File: src/rtl/k_subset_enumerator_defines.svh
// ----------------------------------------------------------------------------
// k_subset_enumerator_defines: assertion macros
// Assertion helpers shared by the enumerator RTL. They can be removed by
// defining NO_ASSERTIONS.
// ----------------------------------------------------------------------------
`ifndef K_SUBSET_ENUMERATOR_DEFINES_SVH
`define K_SUBSET_ENUMERATOR_DEFINES_SVH

`ifndef NO_ASSERTIONS

// The consequent holds in the same cycle as the antecedent.
`define KSE_ASSERT_NOW(lbl, clk, rst_n, ante, cons, msg) \
  lbl: assert property (@(posedge clk) disable iff (!rst_n) (ante) |-> (cons)) \
    else $error(msg);

// The consequent holds in the cycle after the antecedent.
`define KSE_ASSERT_NEXT(lbl, clk, rst_n, ante, cons, msg) \
  lbl: assert property (@(posedge clk) disable iff (!rst_n) (ante) |=> (cons)) \
    else $error(msg);

`else

`define KSE_ASSERT_NOW(lbl, clk, rst_n, ante, cons, msg)
`define KSE_ASSERT_NEXT(lbl, clk, rst_n, ante, cons, msg)

`endif

`endif

File: src/rtl/kse_pkg.sv
// ----------------------------------------------------------------------------
// kse_pkg: shared types and constants of the k-subset enumerator
// Field widths, register reset values and configuration register indexes.
// ----------------------------------------------------------------------------
package kse_pkg;

  localparam int OUT_SLOTS = 8;
  localparam int ELEM_W    = 4;
  localparam int RANK_W    = 14;
  localparam int SET_W     = 5;
  localparam int PICK_W    = 4;
  localparam int CFG_IDX_W = 1;

  localparam logic [SET_W-1:0]  SET_SIZE_RST  = 5'd4;
  localparam logic [PICK_W-1:0] PICK_SIZE_RST = 4'd2;

  typedef enum logic [CFG_IDX_W-1:0] {
    CFG_SET_SIZE    = 1'b0,
    CFG_SUBSET_SIZE = 1'b1
  } cfg_reg_t;

  typedef logic [ELEM_W-1:0] elem_t;
  typedef logic [RANK_W-1:0] rank_t;

endpackage

File: src/rtl/k_subset_enumerator.sv
// ----------------------------------------------------------------------------
// k_subset_enumerator: lexicographic k-subset generator
// Hands out the k-element subsets of {0..n-1} in lexicographic order, one
// per request beat, with rank, last flag and an empty flag when k is zero or k > n.
// ----------------------------------------------------------------------------
// The block takes one request beat per clock and returns its result in the cycle
// after acceptance, so a steady stream runs at one subset per cycle while
// out_ready stays high. The successor logic checks every index against its
// bound in parallel and feeds the next subset back into the subset state. The
// result register is freed in the same cycle it is taken, so a stalled output
// only holds off requests while the result waits. Writing set_size or
// subset_size restarts the walk at the first subset.
`include "k_subset_enumerator_defines.svh"

module k_subset_enumerator
  import kse_pkg::*;
#(
  parameter int MAX_SET  = 16,
  parameter int MAX_PICK = 8
) (
  input  logic                 clk,
  input  logic                 rst_n,
  input  logic                 cfg_we,
  input  logic [CFG_IDX_W-1:0] cfg_index,
  input  logic [SET_W-1:0]     cfg_data,
  input  logic                 in_valid,
  output logic                 in_ready,
  input  logic                 in_restart,
  output logic                 out_valid,
  input  logic                 out_ready,
  output logic [ELEM_W-1:0]    out_elem_0,
  output logic [ELEM_W-1:0]    out_elem_1,
  output logic [ELEM_W-1:0]    out_elem_2,
  output logic [ELEM_W-1:0]    out_elem_3,
  output logic [ELEM_W-1:0]    out_elem_4,
  output logic [ELEM_W-1:0]    out_elem_5,
  output logic [ELEM_W-1:0]    out_elem_6,
  output logic [ELEM_W-1:0]    out_elem_7,
  output logic [RANK_W-1:0]    out_rank,
  output logic                 out_last_subset,
  output logic                 out_empty_res
);

  localparam int IW  = (MAX_SET > 2) ? $clog2(MAX_SET) : 1;
  localparam int PW  = (MAX_PICK > 1) ? $clog2(MAX_PICK) : 1;
  localparam int CW0 = $clog2(MAX_SET + MAX_PICK + 2) + 1;
  localparam int CW  = (CW0 > SET_W + 1) ? CW0 : SET_W + 1;

  typedef logic [IW-1:0] idx_t;
  typedef logic [CW-1:0] cmp_t;

  logic [SET_W-1:0]  set_size_r;
  logic [PICK_W-1:0] subset_size_r;
  idx_t              idx_r   [MAX_PICK];
  idx_t              idx_nxt [MAX_PICK];
  rank_t             rank_r;
  rank_t             rank_nxt;

  idx_t  first_idx [MAX_PICK];
  idx_t  cur_idx   [MAX_PICK];
  idx_t  succ_idx  [MAX_PICK];
  rank_t cur_rank;
  cmp_t  n_c;
  cmp_t  k_c;
  cmp_t  base_c;
  logic  [PW-1:0] pivot;
  logic  empty;
  logic  last;
  elem_t shown [OUT_SLOTS];

  logic  out_valid_r;
  elem_t out_elem_r [OUT_SLOTS];
  rank_t out_rank_r;
  logic  out_last_r;
  logic  out_empty_r;

  logic in_fire;

  assign in_ready = !out_valid_r || out_ready;
  assign in_fire  = in_valid && in_ready;

  always_comb begin
    n_c = (cmp_t'(set_size_r) > cmp_t'(MAX_SET)) ? cmp_t'(MAX_SET) : cmp_t'(set_size_r);
    k_c = (cmp_t'(subset_size_r) > cmp_t'(MAX_PICK)) ? cmp_t'(MAX_PICK)
                                                      : cmp_t'(subset_size_r);
    for (int i = 0; i < MAX_PICK; i++) begin
      first_idx[i] = idx_t'(i);
      cur_idx[i]   = in_restart ? first_idx[i] : idx_r[i];
    end
    cur_rank = in_restart ? '0 : rank_r;
    empty    = (k_c == '0) || (k_c > n_c);
    last     = (cmp_t'(cur_idx[0]) == n_c - k_c);

    pivot = '0;
    for (int x = 0; x < MAX_PICK; x++) begin
      if ((cmp_t'(x) < k_c) && (cmp_t'(cur_idx[x]) < n_c - k_c + cmp_t'(x))) begin
        pivot = PW'(x);
      end
    end
    base_c = cmp_t'(cur_idx[pivot]) + cmp_t'(1);

    for (int y = 0; y < MAX_PICK; y++) begin
      if (cmp_t'(y) > cmp_t'(pivot)) begin
        succ_idx[y] = idx_t'(base_c + cmp_t'(y) - cmp_t'(pivot));
      end else if (cmp_t'(y) == cmp_t'(pivot)) begin
        succ_idx[y] = idx_t'(base_c);
      end else begin
        succ_idx[y] = cur_idx[y];
      end
    end

    if (empty) begin
      idx_nxt  = cur_idx;
      rank_nxt = cur_rank;
    end else if (last) begin
      idx_nxt  = first_idx;
      rank_nxt = '0;
    end else begin
      idx_nxt  = succ_idx;
      rank_nxt = cur_rank + rank_t'(1);
    end
  end

  for (genvar j = 0; j < OUT_SLOTS; j++) begin : g_slot
    if (j < MAX_PICK) begin : g_used
      assign shown[j] = (!empty && (cmp_t'(j) < k_c)) ? elem_t'(cur_idx[j]) : '0;
    end else begin : g_unused
      assign shown[j] = '0;
    end
  end

  always_ff @(posedge clk) begin
    if (!rst_n) begin
      set_size_r    <= SET_SIZE_RST;
      subset_size_r <= PICK_SIZE_RST;
      idx_r         <= first_idx;
      rank_r        <= '0;
    end else if (cfg_we) begin
      case (cfg_index)
        CFG_SET_SIZE: begin
          set_size_r <= cfg_data;
          idx_r      <= first_idx;
          rank_r     <= '0;
        end
        CFG_SUBSET_SIZE: begin
          subset_size_r <= PICK_W'(cfg_data);
          idx_r         <= first_idx;
          rank_r        <= '0;
        end
        default: begin
        end
      endcase
    end else if (in_fire) begin
      idx_r  <= idx_nxt;
      rank_r <= rank_nxt;
    end
  end

  always_ff @(posedge clk) begin
    if (!rst_n) begin
      out_valid_r <= 1'b0;
    end else if (in_fire) begin
      out_valid_r <= 1'b1;
    end else if (out_ready) begin
      out_valid_r <= 1'b0;
    end
  end

  always_ff @(posedge clk) begin
    if (in_fire) begin
      out_elem_r  <= shown;
      out_rank_r  <= empty ? '0 : cur_rank;
      out_last_r  <= !empty && last;
      out_empty_r <= empty;
    end
  end

  assign out_valid       = out_valid_r;
  assign out_elem_0      = out_elem_r[0];
  assign out_elem_1      = out_elem_r[1];
  assign out_elem_2      = out_elem_r[2];
  assign out_elem_3      = out_elem_r[3];
  assign out_elem_4      = out_elem_r[4];
  assign out_elem_5      = out_elem_r[5];
  assign out_elem_6      = out_elem_r[6];
  assign out_elem_7      = out_elem_r[7];
  assign out_rank        = out_rank_r;
  assign out_last_subset = out_last_r;
  assign out_empty_res   = out_empty_r;

  `KSE_ASSERT_NOW(a_last_not_empty, clk, rst_n, out_valid_r && out_empty_r,
    !out_last_r && (out_rank_r == '0) && (out_elem_r[0] == '0),
    "Empty result carries a subset, rank or last flag.")

  `KSE_ASSERT_NEXT(a_rank_step, clk, rst_n,
    in_fire && !cfg_we && !in_restart && !empty && !last,
    rank_r == rank_t'($past(rank_r) + rank_t'(1)),
    "Rank did not advance by one after a plain request.")

  `KSE_ASSERT_NEXT(a_wrap_first, clk, rst_n,
    in_fire && !cfg_we && !empty && last,
    (rank_r == '0) && (idx_r[0] == '0),
    "Enumeration did not wrap to the first subset after the last one.")

endmodule

File: config.mk
export PLATFORM = sky130hd
export DESIGN_NAME = k_subset_enumerator
export DESIGN_NICKNAME = d
export VERILOG_FILES = /design/src/rtl/kse_pkg.sv /design/src/rtl/k_subset_enumerator.sv
export VERILOG_INCLUDE_DIRS = /design/src /design/src/rtl
export SDC_FILE = /design/constraint.sdc
export NUM_CORES = 1
export LEC_CHECK = 0
export CORE_UTILIZATION = 50
export CTS_CLUSTER_SIZE = 40
export DETAILED_ROUTE_END_ITERATION = 8
export DONT_BUFFER_PORTS = 1
export PLACE_DENSITY = 0.76
export SETUP_SLACK_MARGIN = 0.1
export SLEW_MARGIN = 20
export SYNTH_ARGS = -nofsm -noshare
export SYNTH_HDL_FRONTEND = slang
export SYNTH_SLANG_ARGS = --single-unit
export TNS_END_PERCENT = 50
File: constraint.sdc
create_clock -name clk -period 6.9 [get_ports clk]
set_input_delay 1.725 -clock clk [delete_from_list [all_inputs] [get_ports clk]]
set_output_delay 1.725 -clock clk [all_outputs]
set_load 0.02 [all_outputs]
# Word level (Yosys, flattened, before mapping)
# Index checks and enable logic that the tools add are counted.
dict set report totals {
  reg_bits 104
  latchBits 0
  word_cells 153
  ram_bits 0
  romBits 0
  output_inout_bits 50
  memories 0
  inputBits 12
}
dict set report classes {
  div 0
  muxes 42
  n_eq_ne 8
  shift 0
  addsub 24
  reduce_logical 27
  bitwise_logic 3
  magnitude_cmp 26
  mul 0
}
# operator n
set ops {}
lappend ops {{2-to-1 mux 4 bit} 26}
lappend ops {{2-to-1 mux 32 bit} 2}
lappend ops {{< comparator 4 x 6 -> 1 bit} 7}
lappend ops {{2-to-1 mux 14 bit} 3}
lappend ops {{subtractor 4 x 3 -> 4 bit} 7}
lappend ops {{adder 6 x 3 -> 6 bit, second input constant} 4}
lappend ops {{2-to-1 mux 3 bit} 6}
lappend ops {{logical AND 1 bit} 17}
lappend ops {{adder 4 x 3 -> 4 bit, second input constant} 4}
lappend ops {{< comparator 3 x 4 -> 1 bit, first input constant} 4}
lappend ops {{adder 14 x 1 -> 14 bit, second input constant} 1}
lappend ops {{adder 6 x 2 -> 6 bit, second input constant} 2}
lappend ops {{binary-select mux 4 bit (select 3 bit)} 1}
lappend ops {{== test 3 bit, first input constant} 4}
lappend ops {{greater-than comparator 3 bit, first input constant} 4}
lappend ops {{adder 4 x 1 -> 4 bit, second input constant} 2}
lappend ops {{adder 4 x 2 -> 4 bit, second input constant} 2}
lappend ops {{< comparator 1 x 4 -> 1 bit, first input constant} 2}
lappend ops {{< comparator 2 x 4 -> 1 bit, first input constant} 2}
lappend ops {{adder 6 x 1 -> 6 bit, second input constant} 1}
lappend ops {{== test 2 x 3 -> 1 bit, first input constant} 2}
lappend ops {{== test 4 x 6 -> 1 bit} 1}
lappend ops {{greater-than comparator 2 x 3 -> 1 bit, first input constant} 2}
lappend ops {{logical NOT 6 bit} 1}
lappend ops {{other kinds (17)} 23}

# Depth between registers and ports, before layout
# Gate-level depths: netlist of run 1.
dict set report logic_depth {
  depth_word 23
  mapped_depth 32
  ltp_nobuf 30
}

# Worst setup path before layout of run 1
# Ideal clock, no wire load.
dict set report synth_timing {
  path_type {input to register}
  from {input in_restart}
  to {register idx_r[27] (netlist bit)}
  path_stages 27
  path_slack_ns -0.110
  setup_time_ns 0.074
  required_ns 6.826
  arrival_ns 6.935
  path_buffers 5
  path_cell_list {clkbuf_1 -> clkbuf_1 -> clkbuf_1 -> clkbuf_1 -> nor2_1 -> ha_1 -> o21ai_0 -> a21oi_1 -> o21ai_0 -> a21oi_2 -> o32ai_1 -> nor2_1 -> buf_2 -> o41ai_1 -> a221oi_1 -> o211ai_1 -> inv_1 -> ha_1 -> xor2_2 -> inv_2 -> ha_1 -> inv_1 -> fa_1 -> xor2_1 -> nand2_1 -> or3_1 -> a31oi_1}
}
# item line_no
set synth_rtl {}
lappend synth_rtl {{start, declared} k_subset_enumerator.sv:28} ;# input logic in_restart,
lappend synth_rtl {{end signal, assigned} k_subset_enumerator.sv:136} ;# idx_r <= first_idx;
lappend synth_rtl {{end signal, assigned} k_subset_enumerator.sv:142} ;# idx_r <= first_idx;
lappend synth_rtl {{end signal, assigned} k_subset_enumerator.sv:147} ;# idx_r <= first_idx;
lappend synth_rtl {{end, declared} k_subset_enumerator.sv:54} ;# idx_t idx_r [MAX_PICK];

# Worst setup path after layout of run 1
dict set report layout_timing {
  from {register set_size_r[4]}
  to {register idx_r[27] (netlist bit)}
}
dict set report layout_via {
  elab_chain_cells 23
  elab_cells_between_ends 47
  classes_between {add/sub (11); order compare (10); eq/ne (2); mux (15); bitwise (1); reduce/logical (8)}
}
# item line_no
set layout_lines {}
lappend layout_lines {{start, declared} k_subset_enumerator.sv:52} ;# logic [SET_W-1:0] set_size_r;
lappend layout_lines {{start signal, assigned} k_subset_enumerator.sv:141} ;# set_size_r <= cfg_data;
lappend layout_lines {{greater-than comparator 5 bit} k_subset_enumerator.sv:83} ;# n_c = (cmp_t'(set_size_r) > cmp_t'(MAX_SET)) ? cmp_t'(MAX_SET) : cmp_t'(set_size_r);
lappend layout_lines {{2-to-1 mux 5 bit *} k_subset_enumerator.sv:83}
lappend layout_lines {{subtractor 5 x 4 -> 6 bit} {k_subset_enumerator.sv:92, k_subset_enumerator.sv:96}}
lappend layout_lines {{adder 6 x 1 -> 6 bit} k_subset_enumerator.sv:96} ;# if ((cmp_t'(x) < k_c) && (cmp_t'(cur_idx[x]) < n_c - k_c + cmp_t'(x))) begin
lappend layout_lines {{< comparator 4 x 6 -> 1 bit} k_subset_enumerator.sv:96}
lappend layout_lines {{logical AND 1 bit} k_subset_enumerator.sv:96}
lappend layout_lines {{2-to-1 mux 1 bit} k_subset_enumerator.sv:96}
lappend layout_lines {{2-to-1 mux 3 bit (6 in series)} k_subset_enumerator.sv:96}
lappend layout_lines {{NOT 3 -> 4 bit (implied by the code)} k_subset_enumerator.sv:100} ;# base_c = cmp_t'(cur_idx[pivot]) + cmp_t'(1);
lappend layout_lines {{binary-select mux 4 bit (select 3 bit)} k_subset_enumerator.sv:100}
lappend layout_lines {{2-to-1 mux 4 bit (implied by the code) (2 in series)} k_subset_enumerator.sv:100}
lappend layout_lines {{adder 4 x 1 -> 4 bit} k_subset_enumerator.sv:100}
lappend layout_lines {{adder 4 x 1 -> 4 bit} k_subset_enumerator.sv:104} ;# succ_idx[y] = idx_t'(base_c + cmp_t'(y) - cmp_t'(pivot));
lappend layout_lines {{subtractor 4 x 3 -> 4 bit} k_subset_enumerator.sv:104}
lappend layout_lines {{2-to-1 mux 4 bit} k_subset_enumerator.sv:103} ;# if (cmp_t'(y) > cmp_t'(pivot)) begin
lappend layout_lines {{2-to-1 mux 32 bit} k_subset_enumerator.sv:115} ;# end else if (last) begin
lappend layout_lines {{2-to-1 mux 32 bit *} k_subset_enumerator.sv:112} ;# if (empty) begin
# Mark *: on every way between the ends. The rest lies on a longest branch, timed or not. The select of a mux whose other input is x is not followed.
# A chain may end at the register's enable or synchronous reset.

==> results.json, run 1 <==
{
  "outcome": "complete, no violations",
  "netlist_instances": 840,
  "synth_ff_type": "dfxtp_1",
  "seq_area_frac_synth_pct": 34.8,
  "slew_viol_final": 0,
  "syn_area_um2": 7370,
  "fin_skew_ps": 8.41,
  "die-area_um2": 15200,
  "cts_max_level": 3,
  "cts_tree": "built",
  "die_h_um": 123,
  "start_kind": "flip-flop",
  "clk_pin_slew_ps": 70,
  "fin_nets": 933,
  "gp_congestion": 1.03,
  "boundaryPins": 62,
  "drv_cap": 0,
  "wl_per_cell_um": 22.7,
  "path_max_fanout": 11,
  "postRouteAntennaNets": 0,
  "total_power_mw": 2.84,
  "grt_use_total_pct": 32.4,
  "final_area_um2": 8180,
  "dr_wl_met3_mm": 2.37,
  "root_buffer": "clkbuf_16",
  "synth.area.top_cells": "edfxtp_1, dfxtp_1, ha_1",
  "antenna_found_initial": 0,
  "clk_path_buf_depth": 2,
  "hold_class": "reg -> reg",
  "drt_pass1_iterations": 6,
  "tightest_slew_ps": 897,
  "leakagePower_nw": 3.37,
  "cp.arrival_ps": 6760,
  "instances_no_fill": 1055,
  "coreArea_um2": 14500,
  "drt-initial-drc-count": 1103,
  "routed_wl_mm": 23.9,
  "tns_ps": 0,
  "ir_drop_v": 0.000311,
  "crit_required_ps": 7200,
  "drive_gt1_share_pct": 13.1,
  "crit_type": "reg -> reg",
  "ys_top_cells_by_count": "nor2_1, nand2_1, dfxtp_1",
  "yosysTopAreaCell": "edfxtp_1",
  "via_count": 6780,
  "met2_length_mm": 9.97,
  "ys_async_sr_fraction_pct": 0,
  "rsz0062_at_grt": "no",
  "synth-edff-count": 48,
  "yosysWarnings": 0,
  "timing.fmax_mhz": 155,
  "highest_layer": "met4",
  "synth_nets": 907,
  "antenna_cells": 0,
  "portBuffers": 0,
  "route.detailed.drc": 0,
  "yosysMostFrequentCell": "nor2_1",
  "start_util_pct": 50.9,
  "dp_hpwl_mm": 18.1,
  "slowest_delay_ps": 450,
  "dp.cells": 1035,
  "grt_pass1_wl_mm": 36.1,
  "setup_viol": 0,
  "cts-hold-fix-buffers": 0,
  "yosysUniqueCellTypes": 91,
  "synth_area_per_cell_um2": 8.78,
  "hold_viol": 0,
  "utilization_pct": 56.5,
  "crit_top_cell": "ha_1",
  "netlist.area_leader.share_pct": 19.5,
  "min_period_ps": 6460,
  "slew_headroom_pct": 39.8,
  "rows": 44,
  "powerDensity_nw_per_um2": 347,
  "slowest_stage": "fa_1",
  "clk_latency_ps": 370,
  "cts_sinks": 104,
  "wl_met1_mm": 10.6,
  "crit_path_end_kind": "flip-flop",
  "dpl_cell_area_um2": 7820,
  "cts_made_buffers": 9,
  "syn2layout_area_growth_pct": 10.9,
  "finalCritPeriodShare_pct": 93.6,
  "synth-seq-cells": 104,
  "vias_per_cell": 6.43,
  "grt_pass1_vias": 6074,
  "die_w_um": 123,
  "gr-total-overflow": 0,
  "grt_max_degree": 69
}
metal layers:
layer	GRT usage [%]	up-vias
li1	-	3084
met1	46.5	3224
met2	46.9	390
met3	7.29	82
met4	12.0	0
met5	0	-
state kept, by name, indices dropped and copies added, names as in the netlist:
signal / cells
out_elem_7: 4
out_elem_1: 4
idx_r: 32
set_size_r: 5
out_elem_6: 4
out_elem_0: 4
out_empty_res: 1
out_elem_3: 4
out_elem_5: 4
out_last_subset: 1
out_rank: 14
out_elem_2: 4
out_elem_4: 4
out_valid: 1
rank_r: 14
subset_size_r: 4
where the power goes:
| group | leakage [nW] | internal (mW) | switching (mW) |
|---|---|---|---|
| clock | 0.152 | 0.277 | 0.258 |
| combinational | 2.28 | 0.612 | 0.956 |
| sequential | 0.938 | 0.688 | 0.0503 |
stage by stage:
| stage | hold WS [ps] | setup slack (ps) |
|---|---|---|
| after floorplan | 427 | 149 |
| after global placement | 458 | 89.4 |
| after detailed placement | 470 | 51.9 |
| after CTS | 481 | 150 |
| after global routing | 506 | 153 |
| final | 478 | 440 |
worst paths after layout:
| path | start | endpoint | slack [ps] | cells after the start |
|---|---|---|---|---|
| max reg2reg | set_size_r[4] | idx_r[27] | 440 | 30 |
| min reg2reg | idx_r[13] | idx_r[13] | 480 | 2 |
| max | set_size_r[4] | idx_r[27] | 440 | 30 |
| min | idx_r[13] | idx_r[13] | 480 | 2 |
layout by cell type, fill, tap and decap left out, drive strengths merged, types with 11 or more instances in the layout:
cell	synthesis	routed
a21oi	45	45
a31oi	14	14
and3	30	30
buf	9	53
clkbuf	29	11
dfxtp	56	56
edfxtp	48	48
ha	47	47
inv	51	54
mux2i	15	15
nand2	82	82
nand3	17	17
nor2	100	100
nor2b	26	26
nor3	16	16
o21ai	57	57
xnor2	17	17
xor2	11	11
worst max-delay path: cells and delay by family, from the launching register on:
family                     cells  cell delay, ps
DFF                            1             430
buffers and inverters          7             990
AOI/OAI and AO/OA              8            1470
adders and majority gates      8            2340
xor gates and xnor gates       3             490
and+or+nand+nor                4             660
logic make-up (layout without fill, tap and decap cells):
| kind of cell | after synthesis | after routing | synth area share, % |
|---|---|---|---|
| XOR/XNOR | 32 | 32 | 5.21 |
| AO/OA/AOI/OAI | 223 | 223 | 21.4 |
| AND/OR/NAND/NOR | 319 | 319 | 21.2 |
| adder cells (fa/ha/maj) | 56 | 56 | 10.3 |
| buffers and inverters | 89 | 120 | 4.73 |
| flip-flops | 104 | 104 | 34.8 |
| multiplexers | 17 | 17 | 2.34 |
timing repair:
action / 4_1_cts / 5_1_grt
setup buffers: 0 / 4
pin swaps: 0 / 3
setup endpoints to repair: 6 / 18
resized for setup: 1 / 6
hold endpoints to repair: 0 / 0
area by class of cell:
class | instances | area [µm²]
clock buffer | 11 | 254
clock inverter | 5 | 56.3
fill | 1320 | 6300
inverter | 51 | 194
multi-input combinational | 647 | 4480
sequential | 104 | 2560
tap | 184 | 230
timing repair buffer | 53 | 398
(Power assumes the default switching activity.)
==> run 2: changes to the inputs <==
--- a/config.mk
+++ b/config.mk
@@ -6,6 +6,8 @@
 export SDC_FILE = /design/constraint.sdc
 export NUM_CORES = 1
 export LEC_CHECK = 0
+export ABC_AREA = 1
+export CORE_MARGIN = 2
 export CORE_UTILIZATION = 50
 export CTS_CLUSTER_SIZE = 40
 export DETAILED_ROUTE_END_ITERATION = 8
==> results.json, run 2 <==
{
  "clk_latency_ps": 370,
  "clk_pin_slew_ps": 80,
  "synth.area.top_cells": "edfxtp_1, dfxtp_1, nand2_1",
  "crit_required_ps": 7180,
  "die-area_um2": 15800,
  "cp.arrival_ps": 6660,
  "hold_viol": 0,
  "vias_per_cell": 6.07,
  "synth_area_per_cell_um2": 7.36,
  "synth_ff_type": "dfxtp_1",
  "root_buffer": "clkbuf_16",
  "start_kind": "flip-flop",
  "rows": 44,
  "netlist.area_leader.share_pct": 19.5,
  "total_power_mw": 3.08,
  "syn2layout_area_growth_pct": 7.65,
  "timing.fmax_mhz": 157,
  "synth_nets": 1074,
  "power_frac_seq_pct": 23.7,
  "cts_max_level": 3,
  "holdPathEnd": "rank_r[0]",
  "grt_pass1_wl_mm": 36.5,
  "outcome": "complete, no violations",
  "powerDensity_nw_per_um2": 387,
  "multi_input_area_um2": 4150,
  "slowest_delay_ps": 520,
  "dp_hpwl_mm": 17.2,
  "setup_viol": 0,
  "antenna_cells": 0,
  "swShare_pct": 48.4,
  "routed_wl_mm": 23.3,
  "yosysWarnings": 0,
  "drv_cap": 0,
  "cts_made_buffers": 9,
  "synth-seq-cells": 104,
  "slew_viol_final": 0,
  "r2r-start": "subset_size_r[3]",
  "die_w_um": 126,
  "ys_top_cells_by_count": "nand2_1, inv_1, a21oi_1",
  "yosysTopAreaCell": "edfxtp_1",
  "reg2regPathDepth": 34,
  "layout_commonest_cell": "nand2_1",
  "drive_gt1_share_pct": 9.40,
  "slowest_stage": "dfxtp_1",
  "p_int_mw": 1.59,
  "pre_cts_ws_ps": 400,
  "path_max_fanout": 11,
  "fin_nets": 1073,
  "grt_max_degree": 53,
  "netlist_instances": 1007,
  "min_period_ps": 6380,
  "route.detailed.drc": 0,
  "yosysUniqueCellTypes": 48,
  "coreArea_um2": 14500,
  "seq_area_um2": 2560,
  "r2r_slack_ps": 520,
  "leakagePower_nw": 3.53,
  "crit_path_end_kind": "flip-flop",
  "gp_congestion": 1.14,
  "largest-register": "idx_r",
  "slew_headroom_pct": 46.0,
  "tns_ps": 0,
  "antenna_found_initial": 0,
  "ys_async_sr_fraction_pct": 0,
  "seq_area_frac_synth_pct": 34.6,
  "ir_drop_v": 0.000197,
  "min-delay-start": "rank_r[0]",
  "clk_path_buf_depth": 2,
  "grt_use_total_pct": 29.0,
  "syn_area_um2": 7410,
  "post-cts-setup-buffers": 0,
  "gr-total-overflow": 0,
  "via_count": 7250,
  "drt_pass1_iterations": 6,
  "rsz0062_at_grt": "no",
  "die_h_um": 126,
  "fill_cells": 1367,
  "comb_power_share_pct": 58.5,
  "crit_type": "reg -> reg",
  "mostFrequentLayoutCells": "nand2_1, inv_1, a21oi_1",
  "r2r-end": "idx_r[26]",
  "cts_sinks": 104,
  "fin_ws_ps": 520,
  "largest_reg_flops": 32,
  "cts_tree": "built",
  "start_util_pct": 51.2,
  "hold_depth": 2,
  "fin_skew_ps": 10.7,
  "drt-initial-drc-count": 1065,
  "switchingPower_mw": 1.49,
  "hold_class": "reg -> reg",
  "pwr-share-clk_pct": 17.7,
  "grt_pass1_vias": 6635,
  "portBuffers": 0,
  "postRouteAntennaNets": 0,
  "wl_per_cell_um": 19.5,
  "boundaryPins": 62,
  "synth-edff-count": 48,
  "tightest_slew_ps": 802,
  "yosysMostFrequentCell": "nand2_1",
  "cp-startpoint": "subset_size_r[3]",
  "finalCritPeriodShare_pct": 92.5
}
==> run 2: kinds of logic after synthesis <==
logic type | synth area share, %
simple gates | 26.1
flops | 34.6
buf+inv | 9.66
xor+xnor | 2.11
compound gates | 17.4
fa+ha+maj | 10.1
==> run 2: what timing repair did <==
item,4_1_cts,5_1_grt
hold buffers,0,0
endpoints found under the setup margin,0,5
gates resized for setup,0,5
==> run 2: worst max-delay path by stage <==
stage | endpoint | slack (ps)
after floorplan | idx_r[6] | 800
after global placement | idx_r[6] | 390
after detailed placement | idx_r[23] | 400
after CTS | idx_r[6] | 570
after global routing | idx_r[6] | 120
final | idx_r[26] | 520
==> run 2: layer usage <==
metal  vias to the layer above  share of wire, %  track usage [%]
met2                       464                43             44.0
met3                        88                10             5.90
met1                      3338                42             40.0
met4                         0               4.8             13.3
met5                         -                 0                0
li1                       3360                 -                -
==> run 2: power groups by stage <==
stage          clock network [mW]  registers [mW]  logic [mW]
3_3_place_gp                    0           0.744        1.72
3_5_place_dp                    0           0.746        1.71
2_1_floorplan                   0           0.741        1.24
4_1_cts                     0.548           0.732        1.72
6_report                    0.547           0.732        1.80
5_1_grt                     0.572           0.737        1.97
==> run 2: final cells by class <==
type	count	share of cell area [%]
clock buffer	10	2.87
multi-input combinational	726	52.0
inverter	139	6.54
clock inverter	6	1.08
sequential	104	32.1
timing repair buffer	26	2.45
tap	184	2.89
==> run 2: critical path, delay by kind of cell, from the launching register on <==
family / cells / cell delay, ps
simple gates: 16 / 2330
fa+ha+maj: 6 / 1760
buf+inv: 7 / 850
compound gates: 4 / 660
flops: 1 / 520
xor+xnor: 1 / 180
==> run 2: per-stage QoR <==
stage          util, %  instances  hold WS [ps]  area, µm²
4_1_cts           55.0       1195           467       7960
2_1_floorplan        -       1007           436       7410
6_report          55.1       1195           474       7980
3_3_place_gp      52.8       1179           447       7640
5_1_grt           55.1       1195           480       7980
3_5_place_dp      52.8       1179           454       7640
